--- config.mk ---
export PLATFORM = sky130hd
export DESIGN_NAME = ubxfc_parser
export DESIGN_NICKNAME = d
export VERILOG_FILES = /design/src/ubxfc_pkg.sv /design/src/ubxfc_parser.sv
export SDC_FILE = /design/constraint.sdc
export NUM_CORES = 1
export LEC_CHECK = 0
export BUFFER_PORTS_ARGS = -buffer_cell sky130_fd_sc_hd__buf_2
export CAP_MARGIN = 40
export CORE_MARGIN = 2
export CORE_UTILIZATION = 50
export CTS_CLUSTER_DIAMETER = 200
export DETAILED_ROUTE_END_ITERATION = 8
export PLACE_DENSITY = 0.69
export SLEW_MARGIN = 20
export SYNTH_ARGS = -nofsm -noshare
export SYNTH_HDL_FRONTEND = slang
export SYNTH_SLANG_ARGS = --single-unit
--- constraint.sdc ---
create_clock -name clk -period 3.85 [get_ports clk]
set_input_delay 0.9625 -clock clk [delete_from_list [all_inputs] [get_ports clk]]
set_output_delay 0.9625 -clock clk [all_outputs]
set_load 0.05 [all_outputs]
--- src/ubxfc_pkg.sv ---
`timescale 1ns / 1ps
`default_nettype none

package ubxfc_pkg;

  // Largest frame buffer downstream; payload limit is this less the frame overhead.
  localparam int unsigned BUFFER_DEPTH = 4096;
  localparam logic [16:0] LEN_CAP      = 17'(BUFFER_DEPTH - 8);

  localparam logic [11:0] MAX_PAYLOAD_RESET = 12'd4088;

  localparam logic [7:0] SYNC_ONE = 8'hB5;
  localparam logic [7:0] SYNC_TWO = 8'h62;

  typedef enum logic [2:0] {
    ST_BUSY = 3'd0,
    ST_GOOD = 3'd1,
    ST_SYNC = 3'd2,
    ST_CSUM = 3'd3,
    ST_LONG = 3'd4
  } status_t;

  typedef struct packed {
    logic [7:0] out_byte;
    logic       in_frame;
    logic       frame_last;
    status_t    status;
    logic       fail_led;
  } result_t;

endpackage

`default_nettype wire

--- src/ubxfc_parser.sv ---
`timescale 1ns / 1ps
`default_nettype none

module ubxfc_parser
  import ubxfc_pkg::*;
(
  input  wire logic        clk,
  input  wire logic        rst,
  input  wire logic        cfg_wr_en,
  input  wire logic [11:0] cfg_wr_data,
  input  wire logic [7:0]  rx_byte,
  input  wire logic        advance,
  output result_t          result
);

  typedef enum logic [3:0] {
    PH_HUNT    = 4'd0,
    PH_SYNC2   = 4'd1,
    PH_CLASS   = 4'd2,
    PH_ID      = 4'd3,
    PH_LEN_LO  = 4'd4,
    PH_LEN_HI  = 4'd5,
    PH_PAYLOAD = 4'd6,
    PH_CK_A    = 4'd7,
    PH_CK_B    = 4'd8
  } phase_t;

  phase_t      phase, phase_next;
  logic [15:0] payload_length, payload_length_next;
  logic [15:0] payload_count, payload_count_next;
  logic [7:0]  sum_a, sum_a_next;
  logic [7:0]  sum_b, sum_b_next;
  logic [7:0]  got_sum_a, got_sum_a_next;
  logic        fail_flag, fail_flag_next;
  logic [11:0] max_payload;

  logic [7:0]  add_a, add_b;
  logic [15:0] len_full, count_inc;
  logic        too_long;
  logic        inf;
  status_t     st;

  assign add_a     = sum_a + rx_byte;
  assign add_b     = sum_b + add_a;
  assign len_full  = {rx_byte, payload_length[7:0]};
  assign count_inc = payload_count + 16'd1;
  assign too_long  = (len_full > {4'd0, max_payload}) || ({1'b0, len_full} > LEN_CAP);

  always_comb begin
    phase_next          = phase;
    payload_length_next = payload_length;
    payload_count_next  = payload_count;
    sum_a_next          = sum_a;
    sum_b_next          = sum_b;
    got_sum_a_next      = got_sum_a;
    fail_flag_next      = fail_flag;
    inf                 = 1'b1;
    st                  = ST_BUSY;
    case (phase)
      PH_SYNC2: begin
        if (rx_byte == SYNC_TWO) begin
          sum_a_next = '0;
          sum_b_next = '0;
          phase_next = PH_CLASS;
        end else begin
          inf            = 1'b0;
          st             = ST_SYNC;
          fail_flag_next = 1'b1;
          phase_next     = (rx_byte == SYNC_ONE) ? PH_SYNC2 : PH_HUNT;
        end
      end
      PH_CLASS: begin
        sum_a_next = add_a;
        sum_b_next = add_b;
        phase_next = PH_ID;
      end
      PH_ID: begin
        sum_a_next = add_a;
        sum_b_next = add_b;
        phase_next = PH_LEN_LO;
      end
      PH_LEN_LO: begin
        sum_a_next          = add_a;
        sum_b_next          = add_b;
        payload_length_next = {8'd0, rx_byte};
        phase_next          = PH_LEN_HI;
      end
      PH_LEN_HI: begin
        sum_a_next          = add_a;
        sum_b_next          = add_b;
        payload_length_next = len_full;
        payload_count_next  = '0;
        if (too_long) begin
          st         = ST_LONG;
          phase_next = PH_HUNT;
        end else if (len_full == 16'd0) begin
          phase_next = PH_CK_A;
        end else begin
          phase_next = PH_PAYLOAD;
        end
      end
      PH_PAYLOAD: begin
        sum_a_next         = add_a;
        sum_b_next         = add_b;
        payload_count_next = count_inc;
        if (count_inc >= payload_length) begin
          phase_next = PH_CK_A;
        end
      end
      PH_CK_A: begin
        got_sum_a_next = rx_byte;
        phase_next     = PH_CK_B;
      end
      PH_CK_B: begin
        if (got_sum_a == sum_a && rx_byte == sum_b) begin
          st             = ST_GOOD;
          fail_flag_next = 1'b0;
        end else begin
          st = ST_CSUM;
        end
        phase_next = PH_HUNT;
      end
      default: begin
        inf = 1'b0;
        if (rx_byte == SYNC_ONE) begin
          phase_next = PH_SYNC2;
        end else begin
          st             = ST_SYNC;
          fail_flag_next = 1'b1;
          phase_next     = PH_HUNT;
        end
      end
    endcase
  end

  assign result.out_byte   = rx_byte;
  assign result.in_frame   = inf;
  assign result.frame_last = (st != ST_BUSY);
  assign result.status     = st;
  assign result.fail_led   = fail_flag_next;

  always_ff @(posedge clk) begin
    if (rst) begin
      phase          <= PH_HUNT;
      payload_length <= '0;
      payload_count  <= '0;
      sum_a          <= '0;
      sum_b          <= '0;
      got_sum_a      <= '0;
      fail_flag      <= 1'b0;
    end else if (advance) begin
      phase          <= phase_next;
      payload_length <= payload_length_next;
      payload_count  <= payload_count_next;
      sum_a          <= sum_a_next;
      sum_b          <= sum_b_next;
      got_sum_a      <= got_sum_a_next;
      fail_flag      <= fail_flag_next;
    end
  end

  always_ff @(posedge clk) begin
    if (rst) begin
      max_payload <= MAX_PAYLOAD_RESET;
    end else if (cfg_wr_en) begin
      max_payload <= cfg_wr_data;
    end
  end

endmodule

`default_nettype wire

==> impl_metrics.csv, run 1 <==
group,metric,value,unit
route,highest_layer,"met4",
logic_synthesis,synth_area,4801,um^2
global_route,grt_usage,23.40,%
logic_synthesis,yosysWarnings,0,
logic_synthesis,synthSimpleGateAreaFrac,19.05,%
final_layout,drive_gt1_share,15.04,%
power_and_ir_drop,combPwrFrac,8.9,%
clock_tree,cts_tree,"built",
setup_path,reg2reg_depth,13,
route,dr_wl_met2,5.586,mm
placed_design,dp_slack,0.01398,ns
min_path,hold_start,"max_payload[3]",
global_route,antenna_found_initial,0,
logic_synthesis,ys.flop_type,"dfxtp_1",
route,dr.pass1.iters,4,
setup_path,critPathMaxFanout,9,
setup_path,critPathLaunch,"rx_byte[0]",
final_layout,final_util,57.17,%
logic_synthesis,synth_edf_count,0,
sta,worst_slew_pin_slew,0.8328,ns
logic_synthesis,synth_nets,648,
power_and_ir_drop,leakagePower,2.229,nW
sta,slew_viol_final,0,
power_and_ir_drop,switchingPower,0.4103,mW
logic_synthesis,ys_ff_latch,73,
logic_synthesis,seq_area_frac_synth,30.44,%
setup_path,critPathMaxStageDelay,0.34,ns
logic_synthesis,synth_compound_area_share,21.63,%
min_path,whs_path_depth,2,
route,met1_length,5.318,mm
floorplan,start_util,51.71,%
global_route,grt_max_degree,40,
logic_synthesis,synth_area_leaders,"dfxtp_1 30%, ha_1 11%, xnor2_1 5.8%",
route,wl,11.52,mm
route,met3_length,385,um
route,ant_nets,0,
setup_path,critPathCaptureType,"output port",
power_and_ir_drop,switching_share,23.29,%
final_layout,area_delta_synth_final,10.56,%
logic_synthesis,synth_xor_xnor_area_share,8.210,%
sta,setup_tns,0,ns
sta,fin_ws,0.1099,ns
power_and_ir_drop,clkPwrFrac,47.6,%
logic_synthesis,synthArstFlopShare,0,%
global_route,grt_pass1_wl,19.12,mm
setup_path,arrival,2.78,ns
logic_synthesis,syn_inst,579,
placed_design,place_area,5014,um^2
setup_path,start_kind,"input pin",
final_layout,fillers,865,
clock_tree,h-tree-depth,3,
sta,finClkSkew,0.009811,ns
clock_tree,cts_made_buffers,9,
setup_path,path_cells,"buf_2 > buf_4 > ha_1 > nand4_1 > o31a_1 > o31ai_2 > and2b_1 > nor2b_2 > or3b_1 > clkbuf_4",
setup_path,r2r_start,"payload_count[0]",
clock_tree,clk_path_buf_depth,2,
route,drt-initial-drc-count,197,
global_route,first_global_vias,4043,
sta,final_hold_viol_count,0,
final_layout,final_cell_area,5308,um^2
placed_design,dp_hpwl,8.393,mm
final_layout,final_cells,734,
run,drv_cap,0,
route,remaining_drc_errors,0,
power_and_ir_drop,powerDensity,331.9,nW/um^2
placed_design,gp_congestion,0.9313,
sta,timing.hold.ws,0.4896,ns
power_and_ir_drop,vdd_drop_max,0.0001959,V
logic_synthesis,synth.area.mux_share,0.8600,%
floorplan,ios,38,
route,via_count,4180,
floorplan,die_x,102.0,um
logic_synthesis,synth.distinct_cells,60,
run_status,status,"completed",
floorplan,core,9284,um^2
setup_path,crit_type,"input pin to output port",
clock_tree,clkSlewWorstSetupHoldPaths,0.08,ns
sta,max_slew_margin,44.48,%
route,post_drt_wl_per_cell,15.69,um
placed_design,dp_cells,717,
logic_synthesis,synth_top_family_by_area,"compound AO/OA/AOI/OAI gates",
power_and_ir_drop,share_seq_of_total_power,43.5,%
logic_synthesis,synthAdderAreaFrac,12.04,%
logic_synthesis,synth_area_per_cell,8.292,um^2
floorplan,num_rows,35,
sta,finalCritPeriodShare,97.15,%
floorplan,fp.dieH,102.0,um
final_layout,antenna_cells,0,
power_and_ir_drop,power.total,1.762,mW
clock_tree,cts_sinks,73,
placed_design,io_buffer_count,37,
route,viasPerCell,5.695,
setup_path,crit_slowest_cell,"or3b_1",
global_route,grt-ovfl-total,0,
logic_synthesis,synth_top_area_share,30.44,%
power_and_ir_drop,p_int,1.351,mW
sta,setup_viol,0,
min_path,hold_path_class,"register to register",
sta,fmax,267.4,MHz
setup_path,worstPathRequired,2.89,ns
sta,min_period,3.740,ns
clock_tree,clockRootBuffer,"clkbuf_8",
final_layout,nets,669,
clock_tree,clk_latency,0.36,ns
logic_synthesis,synth_top_area_cell,"dfxtp_1",
floorplan,dieArea,10400,um^2
==> cell usage after synthesis, types with 2 or more instances <==
library cell   n
a211oi_1       2
a21o_1        11
a21oi_1       41
a22oi_1       26
a22oi_2        8
a31oi_1        4
and2_1         6
and3_1         5
and4_1         4
buf_2         12
buf_4         11
buf_6          2
clkbuf_1      16
dfxtp_1       73
fa_1           2
ha_1          43
inv_1         32
mux2i_1        3
nand2_1       39
nand2b_1       2
nand3_1        8
nand4_1       10
nor2_1        66
nor2_2         2
nor2b_1        4
nor3_1         7
nor3_2         2
nor4_1         6
nor4_4         2
o211ai_1      12
o21a_1         3
o21ai_0       27
o21ai_1       10
o21bai_1       2
o2bb2ai_1      2
or2_1          2
or3_1          5
or3b_1         2
xnor2_1       32
xor2_1        13
==> final timing paths <==
kind	endpoint	slack (ns)
setup / recovery	result[4]	0.11
setup reg to reg	phase[1]	0.36
hold / removal	max_payload[3]	0.49
hold reg to reg	max_payload[3]	0.49
==> worst max-delay path: cells and delay by family <==
| kind | cells | cell delay [ns] |
|---|---|---|
| compound gates | 2 | 0.34 |
| fa+ha+maj | 1 | 0.30 |
| buf+inv | 3 | 0.50 |
| simple gates | 4 | 0.68 |
==> power groups by stage <==
stage	registers, mW	logic [mW]	clock network (mW)
after floorplan	0.784	0.108	0
after global placement	0.785	0.149	0
after detailed placement	0.785	0.153	0
after CTS	0.767	0.154	0.844
after global routing	0.768	0.171	0.878
final	0.767	0.157	0.838
==> registers in the layout, indices dropped and copies added, names as in the netlist <==
register	count
fail_flag	1
got_sum_a	8
max_payload	12
payload_count	16
payload_length	16
phase	4
sum_a	8
sum_b	8
==> layout by cell type, fill, tap and decap left out, types with 8 or more instances in the layout <==
cell / count
ha_1: 43
xnor2_1: 32
o21ai_0: 27
nand3_1: 8
dfxtp_1: 73
buf_2: 36
clkbuf_8: 11
nand4_1: 10
o211ai_1: 12
xor2_1: 13
nor2_1: 66
a22oi_2: 8
a21oi_1: 39
a21o_1: 11
inv_1: 32
o21ai_1: 10
a22oi_1: 26
nand2_1: 39
buf_4: 16
==> layout make-up <==
cell class                 instances  area, um^2  area share, %
clock buffer                      11       151.4          2.852
clock inverter                     5       125.1          2.357
inverter                          33       123.9          2.334
multi-input combinational        430        2977          56.08
sequential                        73        1461          27.53
tap                              129       161.4          3.041
timing repair buffer              53       307.8          5.799
==> cell families (layout without fill, tap and decap cells) <==
group | after synthesis | count (layout)
AOI/OAI and AO/OA | 156 | 156
xor gates and xnor gates | 45 | 45
adders and majority gates | 45 | 45
buffers and inverters | 76 | 102
DFF | 73 | 73
muxes | 4 | 4
and+or+nand+nor | 180 | 180
==> layer usage <==
layer  up-vias  global-route usage [%]
met5         -                       0
met4         0                   6.974
met3        20                   5.335
met2        88                   40.59
met1      1988                   29.04
li1       2084                       -
==> what timing repair did <==
item / 4_1_cts / 5_1_grt
setup buffers: 0 / 1
setup endpoints to repair: 0 / 1
gates resized for setup: 0 / 3
hold buffers: 0 / 0
(Power assumes the default switching activity.)
==> run 2: changes to the inputs <==
- MAX_ROUTING_LAYER: unset -> met4
==> run 2 against run 1 <==
Against the previous run:
- maximum frequency about the same
- wire length unchanged
- die area unchanged
- critical path type unchanged
- largest power group unchanged
==> impl_metrics.csv, run 2 (same netlist as run 1, synthesis figures left out) <==
group,metric,value,unit
global_route,grt_usage,24.12,%
placed_design,gp_congestion,0.9478,
final_layout,multi_input_area,2977,um^2
clock_tree,clockRootBuffer,"clkbuf_8",
clock_tree,clkSlewWorstSetupHoldPaths,0.08,ns
final_layout,fillers,865,
sta,min_period,3.741,ns
setup_path,critPathMaxFanout,9,
final_layout,nets,669,
sta,max_slew_margin,45.27,%
placed_design,dp_hpwl,8.393,mm
placed_design,place_area,5014,um^2
clock_tree,cts_made_buffers,9,
floorplan,dieArea,10400,um^2
floorplan,start_util,51.71,%
sta,worst_slew_pin_slew,0.8210,ns
clock_tree,clk_latency,0.37,ns
sta,setup_viol,0,
final_layout,final_common_cell,"dfxtp_1",
sta,final_hold_viol_count,0,
route,wl,11.52,mm
floorplan,fp.dieH,102.0,um
final_layout,reg_top3,"payload_count: 16 flops, payload_length: 16 flops, max_payload: 12 flops",
final_layout,final_cells,734,
power_and_ir_drop,powerDensity,332.1,nW/um^2
clock_tree,hold_buffers,0,
placed_design,io_buffer_count,37,
clock_tree,cts_sinks,73,
final_layout,area_delta_synth_final,10.56,%
clock_tree,clk_path_buf_depth,2,
placed_design,dp_cells,717,
clock_tree,cts_tree,"built",
setup_path,critPathCaptureType,"output port",
clock_tree,h-tree-depth,3,
global_route,first_global_vias,4038,
setup_path,start_kind,"input pin",
setup_path,worstPathRequired,2.89,ns
route,dr.pass1.iters,4,
floorplan,num_rows,35,
setup_path,crit_type,"input pin to output port",
run_status,status,"completed",
sta,finalCritPeriodShare,97.18,%
final_layout,register_area,1461,um^2
final_layout,antenna_cells,0,
final_layout,final_cell_mix,"73 x dfxtp_1, 66 x nor2_1, 43 x ha_1, 39 x nand2_1, 39 x a21oi_1",
floorplan,die_x,102.0,um
sta,fmax,267.3,MHz
final_layout,final_cell_area,5308,um^2
min_path,hold_path_class,"register to register",
power_and_ir_drop,vdd_drop_max,0.0001959,V
power_and_ir_drop,leakagePower,2.229,nW
route,drt-initial-drc-count,184,
route,post_drt_wl_per_cell,15.69,um
global_route,antenna_found_initial,0,
floorplan,core,9284,um^2
floorplan,ios,38,
global_route,grt_pass1_wl,19.11,mm
global_route,grt_max_degree,40,
global_route,grt-ovfl-total,0,
final_layout,drive_gt1_share,15.04,%
route,via_count,4193,
route,viasPerCell,5.713,
setup_path,arrival,2.78,ns
route,ant_nets,0,
run,drv_cap,0,
route,remaining_drc_errors,0,
sta,slew_viol_final,0,
sta,finClkSkew,0.01187,ns
==> run 2: critical path: stages <==
cell	delay, ns
buf_2	0.11
buf_4	0.17
ha_1	0.30
nand4_1	0.10
o31a_1	0.27
o31ai_2	0.07
and2b_1	0.19
nor2b_2	0.05
or3b_1	0.34
clkbuf_4	0.22
==> run 2: report_power, final <==
group | internal, mW | leakage, nW | total (mW) | switching (mW)
Clock | 0.531 | 0.140 | 0.839 | 0.308
Sequential | 0.764 | 0.591 | 0.767 | 0.00347
Combinational | 0.0573 | 1.50 | 0.157 | 0.0997
==> run 2: metrics by stage <==
| step | total power [mW] | setup TNS (ns) | worst slack (ns) | hold WS [ns] | util [%] |
|---|---|---|---|---|---|
| after floorplan | 0.8916 | 0 | 0.03241 | 0.4593 | - |
| after global placement | 0.9337 | 0 | 0.09004 | 0.4764 | 54.00 |
| after detailed placement | 0.9379 | 0 | 0.01398 | 0.4831 | 54.00 |
| after CTS | 1.765 | 0 | 0.04354 | 0.4952 | 56.98 |
| after global routing | 1.817 | -0.0003730 | -0.0003730 | 0.5228 | 57.17 |
| final | 1.763 | 0 | 0.1087 | 0.4895 | 57.17 |
==> run 2: path summary, 6_finish.rpt <==
| kind | startpoint | end | slack [ns] | cells after the start |
|---|---|---|---|---|
| hold reg to reg | max_payload[3] | max_payload[3] | 0.49 | 2 |
| hold / removal | max_payload[3] | max_payload[3] | 0.49 | 2 |
| setup reg to reg | payload_count[0] | phase[1] | 0.38 | 13 |
| setup / recovery | rx_byte[0] | result[4] | 0.11 | 10 |
==> run 2: what timing repair did <==
| item | CTS | global route |
|---|---|---|
| gates resized for setup | 0 | 3 |
| endpoints found under the setup margin | 0 | 1 |
| setup buffers | 0 | 1 |
| hold endpoints to repair | 0 | 0 |
==> run 2: cell type report <==
| class | instances | share of cell area (%) |
|---|---|---|
| Inverter | 33 | 2.334 |
| Clock inverter | 5 | 2.357 |
| Sequential cell | 73 | 27.53 |
| Multi-Input combinational cell | 430 | 56.08 |
| Timing Repair Buffer | 53 | 5.799 |
| Clock buffer | 11 | 2.852 |
| Tap cell | 129 | 3.041 |
==> run 2: per-layer routing <==
layer,vias up,share of wire [%],GRT usage [%]
li1,2079,-,-
met1,1993,46,29.08
met2,104,48,40.54
met3,17,3.9,5.335
met4,0,1.8,6.974
met5,-,0,-
==> run 3: changes to the inputs <==
- BUFFER_PORTS_ARGS: -buffer_cell sky130_fd_sc_hd__buf_2 -> unset
- CORE_ASPECT_RATIO: unset -> 1.25
- DONT_BUFFER_PORTS: unset -> 1
- PLACE_DENSITY: 0.69 -> 0.66
==> run 3 against run 2 <==
Against the previous run:
- setup slack got worse by 0.0046 ns
- largest cell class unchanged
- global-route usage decreased by 0.15 points
- worst hold slack improved by 0.0012 ns
- non-clock buffer count decreased by 48
- sequential power about the same
- register-to-register slack improved by 0.16 ns
- combinational power decreased by 50%
- power decreased by 5.2%
- clock skew decreased by 0.0041 ns
- first-iteration DRC count increased by 28%
- final cell count decreased by 6.9%
- utilization decreased by 3.8 points
==> impl_metrics.csv, run 3 (same netlist as run 1, synthesis figures left out) <==
group,metric,value,unit
floorplan,start_util,50.75,%
setup_path,worstPathRequired,2.89,ns
route,viasPerCell,5.854,
final_layout,drive_gt1_share,7.181,%
sta,fin_ws,0.1041,ns
clock_tree,cts_sinks,73,
placed_design,place_area,4762,um^2
final_layout,reg_top3,"payload_count: 16 flops, payload_length: 16 flops, max_payload: 12 flops",
placed_design,gp_congestion,0.8846,
placed_design,io_buffer_count,0,
route,dr.pass1.iters,5,
run_status,status,"completed",
route,wl,11.41,mm
sta,finalCritPeriodShare,97.30,%
floorplan,dieArea,10410,um^2
sta,min_period,3.746,ns
setup_path,start_kind,"input pin",
route,post_drt_wl_per_cell,16.70,um
final_layout,nets,621,
global_route,grt-ovfl-total,0,
clock_tree,clk_path_buf_depth,2,
run,drv_cap,0,
route,ant_nets,0,
clock_tree,cts_tree,"built",
sta,worst_slew_pin_slew,0.7503,ns
setup_path,cp_num_buf_inv,1,
sta,max_slew_margin,49.98,%
clock_tree,hold_buffers,0,
sta,rsz0062_at_grt,"false",
clock_tree,cts_made_buffers,9,
sta,setup_tns,0,ns
setup_path,cp_top_family,"simple AND/OR/NAND/NOR gates",
clock_tree,ctsResizeCount,0,
setup_path,critPathCaptureType,"output port",
sta,slew_viol_final,0,
clock_tree,cts_setup_buffers,0,
clock_tree,clk_latency,0.34,ns
final_layout,final_cell_mix,"73 x dfxtp_1, 66 x nor2_1, 43 x ha_1, 41 x a21oi_1, 39 x nand2_1",
final_layout,final_util,53.39,%
power_and_ir_drop,powerDensity,331.0,nW/um^2
clock_tree,h-tree-depth,3,
setup_path,critPathMaxStageDelay,0.40,ns
floorplan,ios,38,
sta,fmax,267.0,MHz
sta,finClkSkew,0.007769,ns
global_route,grt_usage,23.97,%
placed_design,dp_hpwl,8.328,mm
setup_path,arrival,2.78,ns
floorplan,num_rows,40,
floorplan,core,9459,um^2
clock_tree,clkSlewWorstSetupHoldPaths,0.06,ns
floorplan,fp.dieH,113.6,um
sta,final_hold_viol_count,0,
setup_path,crit_type,"input pin to output port",
global_route,grt_max_degree,67,
route,remaining_drc_errors,0,
global_route,grt_pass1_wl,19.30,mm
setup_path,crit_slowest_cell,"or3b_1",
final_layout,antenna_cells,0,
power_and_ir_drop,vdd_drop_max,0.0002020,V
setup_path,critPathMaxFanout,11,
floorplan,die_x,91.65,um
global_route,first_global_vias,4025,
route,drt-initial-drc-count,236,
setup_path,path_cells,"ha_1 > a21oi_1 > o21ai_0 > o31ai_2 > and2b_1 > nor2b_2 > or3b_1 > buf_12",
sta,timing.hold.ws,0.4907,ns
power_and_ir_drop,leakagePower,2.040,nW
placed_design,dp_slack,0.03156,ns
final_layout,area_delta_synth_final,5.186,%
global_route,antenna_found_initial,0,
route,via_count,3998,
sta,setup_viol,0,
final_layout,final_cell_area,5050,um^2
final_layout,final_common_cell,"dfxtp_1",
min_path,hold_path_class,"register to register",
clock_tree,clockRootBuffer,"clkbuf_16",
## run 3: cell count changes in the layout (fill, tap and decap cells not counted), moves of 3 or more
cell	change
buf_2	-36
buf_4	-12
bufinv_16	-3
clkbuf_16	+9
clkbuf_8	-11
clkinv_2	+3
## run 3: cell type report
cell class	instances	area (um^2)
repair buffers	5	50.05
multi-input cells	430	2969
fillers	889	4409
inverters	33	123.9
clock buffers	10	229.0
flip-flops and latches	73	1461
well taps	126	157.7
clock inverters	6	58.81
## run 3: worst paths after layout
check / from / to / slack [ns] / cells after the start
min reg2reg: max_payload[3] / max_payload[3] / 0.49 / 2
max: rx_byte[3] / result[4] / 0.10 / 8
max reg2reg: payload_count[0] / phase[0] / 0.54 / 13
min: max_payload[3] / max_payload[3] / 0.49 / 2
## run 3: worst reg2reg max path: stages, from the launching register on
cell	delay (ns)
dfxtp_1	0.44
ha_1	0.31
nand2_1	0.10
nor2_1	0.20
and3_1	0.32
and3_1	0.25
xor2_1	0.10
ha_1	0.29
and4_1	0.20
a22oi_1	0.09
and4_1	0.22
a221oi_1	0.41
nor2_1	0.11
o2bb2ai_1	0.14
## run 3: where the power goes
part	leakage (nW)	internal (mW)	switching (mW)
Clock	0.146	0.498	0.327
Combinational	1.30	0.0359	0.0426
Sequential	0.591	0.765	0.00337
Total	2.04	1.30	0.373
## run 3: per-stage QoR
stage,std cells,total power [mW]
CTS,683,1.682
finish,683,1.672
floorplan,579,0.8916
global placement,666,0.8583
detailed placement,667,0.8635
global route,683,1.722
## run 3: routing by layer
layer | wire (um) | track usage, % | up-vias
met5 | 0 | - | -
met2 | 5933 | 41.23 | 91
met1 | 4688 | 26.43 | 1898
li1 | - | - | 1980
met4 | 369 | 13.03 | 0
met3 | 417 | 3.963 | 29
